### src/sv/hskg_pkg.sv
// ----------------------------------------------------------------------------
// hskg_pkg
// Shared types, constants and helper functions for the hashed seed key
// generator: FNV-1a and LCG constants, item structs, case fold, symbol map.
// ----------------------------------------------------------------------------
`default_nettype none

package hskg_pkg;

  // FNV-1a 32-bit constants
  localparam logic [31:0] FNV_BASIS = 32'h811C_9DC5;
  localparam logic [31:0] FNV_PRIME = 32'h0100_0193;

  // linear congruential generator constants
  localparam logic [31:0] LCG_MUL = 32'd1664525;
  localparam logic [31:0] LCG_INC = 32'd1013904223;

  // mask character that asks for a generated symbol
  localparam logic [15:0] STAR_CODE = 16'h002A;

  // action codes
  localparam logic ACT_ABSORB = 1'b0;
  localparam logic ACT_MASK   = 1'b1;

  // symbol alphabet: A-Z then 0-9
  localparam int unsigned SYMBOL_COUNT = 36;
  localparam int unsigned LETTER_COUNT = 26;

  // one input item
  typedef struct packed {
    logic        action;
    logic [15:0] char_code;
    logic        first;
    logic        last;
  } in_item_t;

  // mask item after the generator step
  typedef struct packed {
    logic [15:0] sel_hi;     // upper half of the new generator state
    logic [15:0] char_code;
    logic        star;
    logic        last;
  } mid_item_t;

  // one result item
  typedef struct packed {
    logic [15:0] key_char;
    logic        key_last;
  } out_item_t;

  // state visible to the top level
  typedef struct packed {
    logic [31:0] name_hash;
    logic [31:0] gen_state;
  } state_stat_t;

  // fold ASCII a-z to upper case, everything else unchanged
  function automatic logic [15:0] fold_upper(input logic [15:0] c);
    logic [15:0] res;
    res = c;
    if (c >= 16'h0061 && c <= 16'h007A) begin
      res = c - 16'h0020;
    end
    return res;
  endfunction

  // symbol for an index below SYMBOL_COUNT
  function automatic logic [15:0] symbol_of(input logic [5:0] idx);
    logic [15:0] res;
    if (idx < 6'(LETTER_COUNT)) begin
      res = 16'h0041 + 16'(idx);
    end else begin
      res = 16'h0030 + 16'(idx - 6'(LETTER_COUNT));
    end
    return res;
  endfunction

endpackage

`default_nettype wire

### src/sv/hskg_if.sv
// ----------------------------------------------------------------------------
// hskg interfaces
// Valid/ready channels for the input items and the result items.
// ----------------------------------------------------------------------------
`default_nettype none

interface hskg_in_if;
  logic        valid;
  logic        ready;
  logic        action;
  logic [15:0] char_code;
  logic        first;
  logic        last;

  modport source (output valid, output action, output char_code,
                  output first, output last, input ready);
  modport sink   (input valid, input action, input char_code,
                  input first, input last, output ready);
endinterface

interface hskg_out_if;
  logic        valid;
  logic        ready;
  logic [15:0] key_char;
  logic        key_last;

  modport source (output valid, output key_char, output key_last, input ready);
  modport sink   (input valid, input key_char, input key_last, output ready);
endinterface

`default_nettype wire

### src/sv/hskg_update.sv
// ----------------------------------------------------------------------------
// hskg_update
// Holds the name hash and the generator state. Absorbs a name item into the
// FNV-1a hash, or seeds (first) and steps (on '*') the LCG for a mask item.
// ----------------------------------------------------------------------------
`default_nettype none

module hskg_update (
  input  logic                 clk,
  input  logic                 rst_n,
  input  logic                 go,        // item leaves the input register
  input  hskg_pkg::in_item_t   item,
  output hskg_pkg::mid_item_t  mid,
  output hskg_pkg::state_stat_t stat
);

  logic [31:0] name_hash_r, name_hash_nxt;
  logic [31:0] gen_state_r, gen_state_nxt;
  logic [31:0] hash_base;
  logic [31:0] seed;
  logic [31:0] lcg_step;
  logic        is_star;

  // FNV-1a absorb
  always_comb begin
    hash_base = item.first ? hskg_pkg::FNV_BASIS : name_hash_r;
  end

  // LCG seed and step
  always_comb begin
    seed     = item.first ? name_hash_r : gen_state_r;
    lcg_step = seed * hskg_pkg::LCG_MUL + hskg_pkg::LCG_INC;
    is_star  = (item.char_code == hskg_pkg::STAR_CODE);
  end

  // next state
  always_comb begin
    name_hash_nxt = name_hash_r;
    gen_state_nxt = gen_state_r;
    if (go) begin
      if (item.action == hskg_pkg::ACT_ABSORB) begin
        name_hash_nxt = (hash_base ^ {16'b0, hskg_pkg::fold_upper(item.char_code)})
                        * hskg_pkg::FNV_PRIME;
      end else begin
        gen_state_nxt = is_star ? lcg_step : seed;
      end
    end
  end

  always_ff @(posedge clk) begin
    if (!rst_n) begin
      name_hash_r <= hskg_pkg::FNV_BASIS;
      gen_state_r <= '0;
    end else begin
      name_hash_r <= name_hash_nxt;
      gen_state_r <= gen_state_nxt;
    end
  end

  // mask item for the symbol stage
  always_comb begin
    mid.sel_hi    = lcg_step[31:16];
    mid.char_code = item.char_code;
    mid.star      = is_star;
    mid.last      = item.last;
  end

  assign stat.name_hash = name_hash_r;
  assign stat.gen_state = gen_state_r;

endmodule

`default_nettype wire

### src/sv/hskg_symbol.sv
// ----------------------------------------------------------------------------
// hskg_symbol
// Maps the upper generator half modulo 36 onto A-Z0-9, or passes the mask
// character through. x mod 36 = 4 * ((x >> 2) mod 9) + (x & 3).
// ----------------------------------------------------------------------------
`default_nettype none

module hskg_symbol (
  input  hskg_pkg::mid_item_t mid,
  output hskg_pkg::out_item_t res
);

  logic [13:0] quarter;
  logic [26:0] prod;
  logic [10:0] quot;
  logic [13:0] nine_q;
  logic [13:0] rem_raw;
  logic [3:0]  rem9;
  logic [5:0]  idx;

  // mod 9 by reciprocal: quotient is exact or one low, so one correction
  always_comb begin
    quarter = mid.sel_hi[15:2];
    prod    = 27'(quarter) * 27'd7281;
    quot    = prod[26:16];
    nine_q  = 14'({quot, 3'b000}) + 14'(quot);
    rem_raw = quarter - nine_q;
    if (rem_raw[4:0] >= 5'd9) begin
      rem9 = 4'(rem_raw[4:0] - 5'd9);
    end else begin
      rem9 = rem_raw[3:0];
    end
    idx = {rem9, mid.sel_hi[1:0]};
  end

  // select generated symbol or pass-through
  always_comb begin
    res.key_char = mid.star ? hskg_pkg::symbol_of(idx) : mid.char_code;
    res.key_last = mid.last;
  end

endmodule

`default_nettype wire

### src/sv/hashed_seed_key_generator.sv
// A mask item passes the input, mask and result registers to out_chan.
// Throughput: one item per cycle; the hash and generator update sits in one
// stage, so a name or mask item can follow in the very next cycle.
// Name items give no result. Ready is held back only by a stalled output.
// Reset (synchronous, active low) empties all stages, loads the FNV offset
// basis into the hash and clears the generator state.
// ----------------------------------------------------------------------------
// hashed_seed_key_generator
// Seeded key generator: FNV-1a name hash, LCG step per '*', A-Z0-9 output.
// ----------------------------------------------------------------------------
`default_nettype none

module hashed_seed_key_generator (
  input  logic    clk,
  input  logic    rst_n,
  hskg_in_if.sink in_chan,
  hskg_out_if.source out_chan
);

  // pipeline registers
  logic                  s1_v_r, s1_v_nxt;
  hskg_pkg::in_item_t    s1_r, s1_nxt;
  logic                  s2_v_r, s2_v_nxt;
  hskg_pkg::mid_item_t   s2_r, s2_nxt;
  logic                  s3_v_r, s3_v_nxt;
  hskg_pkg::out_item_t   s3_r, s3_nxt;

  hskg_pkg::in_item_t    in_item;
  hskg_pkg::mid_item_t   mid_item;
  hskg_pkg::out_item_t   sym_item;
  hskg_pkg::state_stat_t stat;

  logic in_acc;
  logic s1_go;
  logic s2_load_ok;
  logic s3_load_ok;

  // flow control
  always_comb begin
    s3_load_ok = !s3_v_r || out_chan.ready;
    s2_load_ok = !s2_v_r || s3_load_ok;
    s1_go      = s1_v_r && s2_load_ok;
    in_acc     = in_chan.valid && in_chan.ready;
  end

  assign in_chan.ready = !s1_v_r || s1_go;

  always_comb begin
    in_item.action    = in_chan.action;
    in_item.char_code = in_chan.char_code;
    in_item.first     = in_chan.first;
    in_item.last      = in_chan.last;
  end

  // state update and generator step
  hskg_update u_update (
    .clk   (clk),
    .rst_n (rst_n),
    .go    (s1_go),
    .item  (s1_r),
    .mid   (mid_item),
    .stat  (stat)
  );

  // modulo and symbol lookup
  hskg_symbol u_symbol (
    .mid (s2_r),
    .res (sym_item)
  );

  // next values of the stages
  always_comb begin
    s1_v_nxt = s1_v_r;
    s1_nxt   = s1_r;
    if (in_acc) begin
      s1_v_nxt = 1'b1;
      s1_nxt   = in_item;
    end else if (s1_go) begin
      s1_v_nxt = 1'b0;
    end

    s2_v_nxt = s2_v_r;
    s2_nxt   = s2_r;
    if (s2_load_ok) begin
      s2_v_nxt = s1_go && (s1_r.action == hskg_pkg::ACT_MASK);
      s2_nxt   = mid_item;
    end

    s3_v_nxt = s3_v_r;
    s3_nxt   = s3_r;
    if (s3_load_ok) begin
      s3_v_nxt = s2_v_r;
      s3_nxt   = sym_item;
    end
  end

  always_ff @(posedge clk) begin
    if (!rst_n) begin
      s1_v_r <= 1'b0;
      s2_v_r <= 1'b0;
      s3_v_r <= 1'b0;
    end else begin
      s1_v_r <= s1_v_nxt;
      s2_v_r <= s2_v_nxt;
      s3_v_r <= s3_v_nxt;
    end
  end

  always_ff @(posedge clk) begin
    s1_r <= s1_nxt;
    s2_r <= s2_nxt;
    s3_r <= s3_nxt;
  end

  assign out_chan.valid    = s3_v_r;
  assign out_chan.key_char = s3_r.key_char;
  assign out_chan.key_last = s3_r.key_last;

  // a name item never reaches the symbol stage
  a_absorb_no_result: assert property (@(posedge clk) disable iff (!rst_n)
    (s1_go && s1_r.action == hskg_pkg::ACT_ABSORB) |=> !s2_v_r)
    else $error("name item produced a mask stage entry");

  // the hash moves only when a name item leaves the input register
  a_hash_hold: assert property (@(posedge clk) disable iff (!rst_n)
    !(s1_go && s1_r.action == hskg_pkg::ACT_ABSORB) |=> $stable(stat.name_hash))
    else $error("name hash changed without a name item");

  // the generator moves only when a mask item leaves the input register
  a_gen_hold: assert property (@(posedge clk) disable iff (!rst_n)
    !(s1_go && s1_r.action == hskg_pkg::ACT_MASK) |=> $stable(stat.gen_state))
    else $error("generator state changed without a mask item");

  // an empty input register always takes an item
  a_ready_when_empty: assert property (@(posedge clk) disable iff (!rst_n)
    !s1_v_r |-> in_chan.ready)
    else $error("input not ready with empty input register");

endmodule

`default_nettype wire

### src/flat_wrapper.sv
// flat-port wrapper written by rule: the top's interface ports become plain ports
module hashed_seed_key_generator_flat 
  (clk, rst_n, in_chan_valid, in_chan_action, in_chan_char_code, in_chan_first, in_chan_last, in_chan_ready, out_chan_valid, out_chan_key_char, out_chan_key_last, out_chan_ready);
  hskg_in_if in_chan_i ();
  hskg_out_if out_chan_i ();
  input  logic clk;
  input  logic rst_n;
  input wire logic [$bits(in_chan_i.valid)-1:0] in_chan_valid;
  input wire logic [$bits(in_chan_i.action)-1:0] in_chan_action;
  input wire logic [$bits(in_chan_i.char_code)-1:0] in_chan_char_code;
  input wire logic [$bits(in_chan_i.first)-1:0] in_chan_first;
  input wire logic [$bits(in_chan_i.last)-1:0] in_chan_last;
  output wire logic [$bits(in_chan_i.ready)-1:0] in_chan_ready;
  output wire logic [$bits(out_chan_i.valid)-1:0] out_chan_valid;
  output wire logic [$bits(out_chan_i.key_char)-1:0] out_chan_key_char;
  output wire logic [$bits(out_chan_i.key_last)-1:0] out_chan_key_last;
  input wire logic [$bits(out_chan_i.ready)-1:0] out_chan_ready;
  assign in_chan_i.valid = in_chan_valid;
  assign in_chan_i.action = in_chan_action;
  assign in_chan_i.char_code = in_chan_char_code;
  assign in_chan_i.first = in_chan_first;
  assign in_chan_i.last = in_chan_last;
  assign in_chan_ready = in_chan_i.ready;
  assign out_chan_valid = out_chan_i.valid;
  assign out_chan_key_char = out_chan_i.key_char;
  assign out_chan_key_last = out_chan_i.key_last;
  assign out_chan_i.ready = out_chan_ready;
  hashed_seed_key_generator u_core (.clk(clk), .rst_n(rst_n), .in_chan(in_chan_i), .out_chan(out_chan_i));
endmodule
### config.mk
export PLATFORM = sky130hd
export DESIGN_NAME = hashed_seed_key_generator_flat
export DESIGN_NICKNAME = d
export VERILOG_FILES = /design/src/sv/hskg_pkg.sv /design/src/sv/hskg_if.sv /design/src/sv/hskg_update.sv /design/src/sv/hskg_symbol.sv /design/src/sv/hashed_seed_key_generator.sv /design/src/flat_wrapper.sv
export SDC_FILE = /design/constraint.sdc
export NUM_CORES = 1
export LEC_CHECK = 0
export BUFFER_PORTS_ARGS = -buffer_cell sky130_fd_sc_hd__buf_2
export CAP_MARGIN = 5
export CORE_AREA = 2 2 183 220
export CTS_CLUSTER_SIZE = 30
export DETAILED_ROUTE_END_ITERATION = 8
export DIE_AREA = 0 0 185 222
export PLACE_DENSITY = 0.71
export SLEW_MARGIN = 15
export SYNTH_ARGS = -nofsm -noshare
export SYNTH_HDL_FRONTEND = slang
export SYNTH_HIERARCHICAL = 1
export SYNTH_SLANG_ARGS = --single-unit
### constraint.sdc
create_clock -name clk -period 9.45 [get_ports clk]
set_input_delay 0.945 -clock clk [delete_from_list [all_inputs] [get_ports clk]]
set_output_delay 0.945 -clock clk [all_outputs]
set_load 0.01 [all_outputs]
==> flow_summary.yaml <==
run_status:
  status: "finished, final reports clean"
synth:
  ys_ff_latch: 137
  synth_top_area_share_pct: 23.6
  ys.flop_type: "edfxtp_1"
  synthCells: 2200
  ys_seq_area_share_pct: 16.3
  yosys-top-cells-area: "fa_1 24%, ha_1 23%, edfxtp_1 9.9%, inv_1 8.5%, dfxtp_1 6.3%"
  ys_warn_count: 6
  synth-edff-count: 70
  synth_top_area_cell: "fa_1"
  async_flop_share_pct: 0
  synth_area_mm2: 0.0212
  postSynthAreaPerCell_um2: 9.62
  synthDistinctLibCells: 94
  synthesis.nets: 2869
min_path:
  holdCritStartpoint: "u_core/s2_r[0]$_DFFE_PP_"
  worst_hold_path_type: "reg2reg"
timing:
  hold_violations: 0
  skew_ns: 0.0134
  rsz0062_at_grt: "false"
  setup_tns_ns: 0
  max_freq_ghz: 0.118
  period_share_pct: 89.5
  slew_violations: 0
  slew_headroom_pct: 25.1
  setup_viol: 0
  fin_crit_ns: 8.46
  worst_slew_pin_slew_ns: 1.12
setup_path:
  r2r_slack_ns: 0.99
  cp.arrival_ns: 8.76
  cp_num_cells: 28
  crit_buf_inv: 3
  start_kind: "flop"
  r2r-start: "u_core/s2_r[23]$_DFFE_PP_"
  cp-startpoint: "u_core/s2_r[23]$_DFFE_PP_"
  cp-end-kind: "flop"
  crit_slowest_cell: "fa_1"
  reg2reg_to: "u_core/out_chan.key_char[5]$_DFFE_PP_"
  crit_type: "reg2reg"
  cp_slowest_stage_delay_ns: 0.58
  crit_fanout: 11
  worstSetupEndpoint: "u_core/out_chan.key_char[5]$_DFFE_PP_"
  cpLargestDelayFamily: "adder cells"
  required_ns: 9.75
  rr_worst_depth: 28
  cp_common_cell: "fa_1"
clocking:
  cts_buffer_depth: 2
  root_buffer: "clkbuf_16"
  cts_buffers: 17
  tritoncts: "yes"
  cts_resized: 0
  clkLatencyLatePin_ns: 0.44
  cts_num_sinks: 137
  post_cts.repair.setup_buffers: 0
  clk_pin_slew_ns: 0.07
  cts_hold_buf: 0
  htree_levels: 4
final_layout:
  drive_gt1_share_pct: 6.76
  num_antenna_cells: 0
  fillers: 3405
  mostFrequentLayoutCells: "482 x inv_1, 396 x ha_1, 250 x fa_1, 120 x nand2_1, 98 x xnor2_1"
  layout_commonest_cell: "inv_1"
  synthToLayoutAreaGrowth_pct: 5.94
  nets: 2875
floorplanning:
  core-area_mm2: 0.0387
  start_util_pct: 54.6
  die_area_mm2: 0.0411
  rows: 79
  ios: 42
  die_w_um: 185
  die_y_um: 222
grt:
  grt-ovfl-total: 0
  grt_pass1_wl_um: 84300
  first_global_vias: 15700
  track_usage_pct: 26.9
  antenna_found_initial: 0
  grt_start_max_net_pins: 51
place:
  gp_congestion: 0.931
  port_buffers: 41
  hpwl_um: 44800
detailed_routing:
  viasPerCell: 5.48
  drtIter0Drc: 991
  wl_um: 52500
  drc: 0
  firstDrtPassIters: 5
  vias: 15000
  ant_nets: 0
  routedWlPerCell_um: 19.1
job:
  drv_cap: 0
cells by family after synthesis:
| kind of cell | Yosys count | synth area share [%] |
|---|---|---|
| mux | 38 | 1.91 |
| simple gates | 391 | 9.13 |
| compound gates | 304 | 9.79 |
| flops | 137 | 16.3 |
| buf+inv | 552 | 10.2 |
| fa+ha+maj | 646 | 47.0 |
| xor+xnor | 132 | 5.65 |
per-layer routing:
| metal | track usage [%] | vias to the layer above | wire length [µm] |
|---|---|---|---|
| met3 | 2.40 | 86 | 1920 |
| li1 | - | 7191 | - |
| met5 | 0 | - | 0 |
| met1 | 34.8 | 7390 | 22400 |
| met4 | 8.91 | 0 | 1760 |
| met2 | 47.2 | 370 | 26400 |
Yosys cell counts, types with 5 or more instances:
library cell    n
inv_1         482
ha_1          396
fa_1          250
nand2_1       120
xnor2_1        98
nor2_1         96
a21oi_1        86
edfxtp_1       70
dfxtp_1        67
o21ai_0        46
clkbuf_1       37
nand3_1        33
nor2b_1        31
xor2_1         31
a21o_1         23
buf_4          19
mux2_2         19
mux2i_1        19
a211oi_1       16
and2_1         15
o211ai_1       15
nand2b_1       14
o21a_1         14
or2_2          14
a31oi_1        11
nor3_1         11
nand4_1        10
or3_1           9
o21bai_1        8
a311oi_1        7
buf_2           6
o31ai_1         6
and3_1          5
nor4_1          5
o211a_1         5
o21ai_1         5
state kept, by name, summed over array words and instances (netlist names):
register,count
u_core/out_chan.key_char,16
u_core/out_chan.key_last,1
u_core/out_chan.valid,1
u_core/s1_r,19
u_core/s1_v_r,1
u_core/s2_r,34
u_core/s2_v_r,1
u_core/u_update/gen_state_r,32
u_core/u_update/name_hash_r,32
layout make-up:
class	count	area [µm²]	share of cell area [%]
multi-input cells	1511	15600	69.4
clock buffers	17	425	1.90
inverters	485	1820	8.12
clock inverters	15	198	0.882
repair buffers	54	315	1.41
flip-flops and latches	137	3440	15.4
well taps	526	658	2.93
stage by stage:
stage | hold slack (ns) | instances | util [%] | worst slack (ns) | cell area [µm²]
after global placement | 0.409 | 2713 | 56.3 | 1.16 | 21800
after CTS | 0.426 | 2745 | 57.9 | 1.01 | 22400
final | 0.423 | 2745 | 57.9 | 0.989 | 22400
after floorplan | 0.429 | 2200 | - | 1.86 | 21200
after detailed placement | 0.410 | 2713 | 56.3 | 1.06 | 21800
after global routing | 0.429 | 2745 | 57.9 | 0.592 | 22400
worst reg2reg max path: cells and delay by family (launching register included):
kind                       cells  cell delay, ns
buffers and inverters          3            0.14
AOI/OAI and AO/OA              8            2.19
and+or+nand+nor                8            1.57
DFF                            1            0.52
adders and majority gates      9            3.90
worst min path at each step:
stage                                                       end  depth (start not counted)
floorplan           u_core/u_update/gen_state_r[4]$_SDFFE_PN0P_                          2
global placement             u_core/out_chan.key_last$_DFFE_PP_                          0
detailed placement           u_core/out_chan.key_last$_DFFE_PP_                          0
CTS                          u_core/out_chan.key_last$_DFFE_PP_                          0
global route                 u_core/out_chan.key_last$_DFFE_PP_                          0
finish                       u_core/out_chan.key_last$_DFFE_PP_                          0
Power is left out: the tool's default activity adds up to more than one toggle a clock period on the data nets, which glitch-free logic cannot reach.
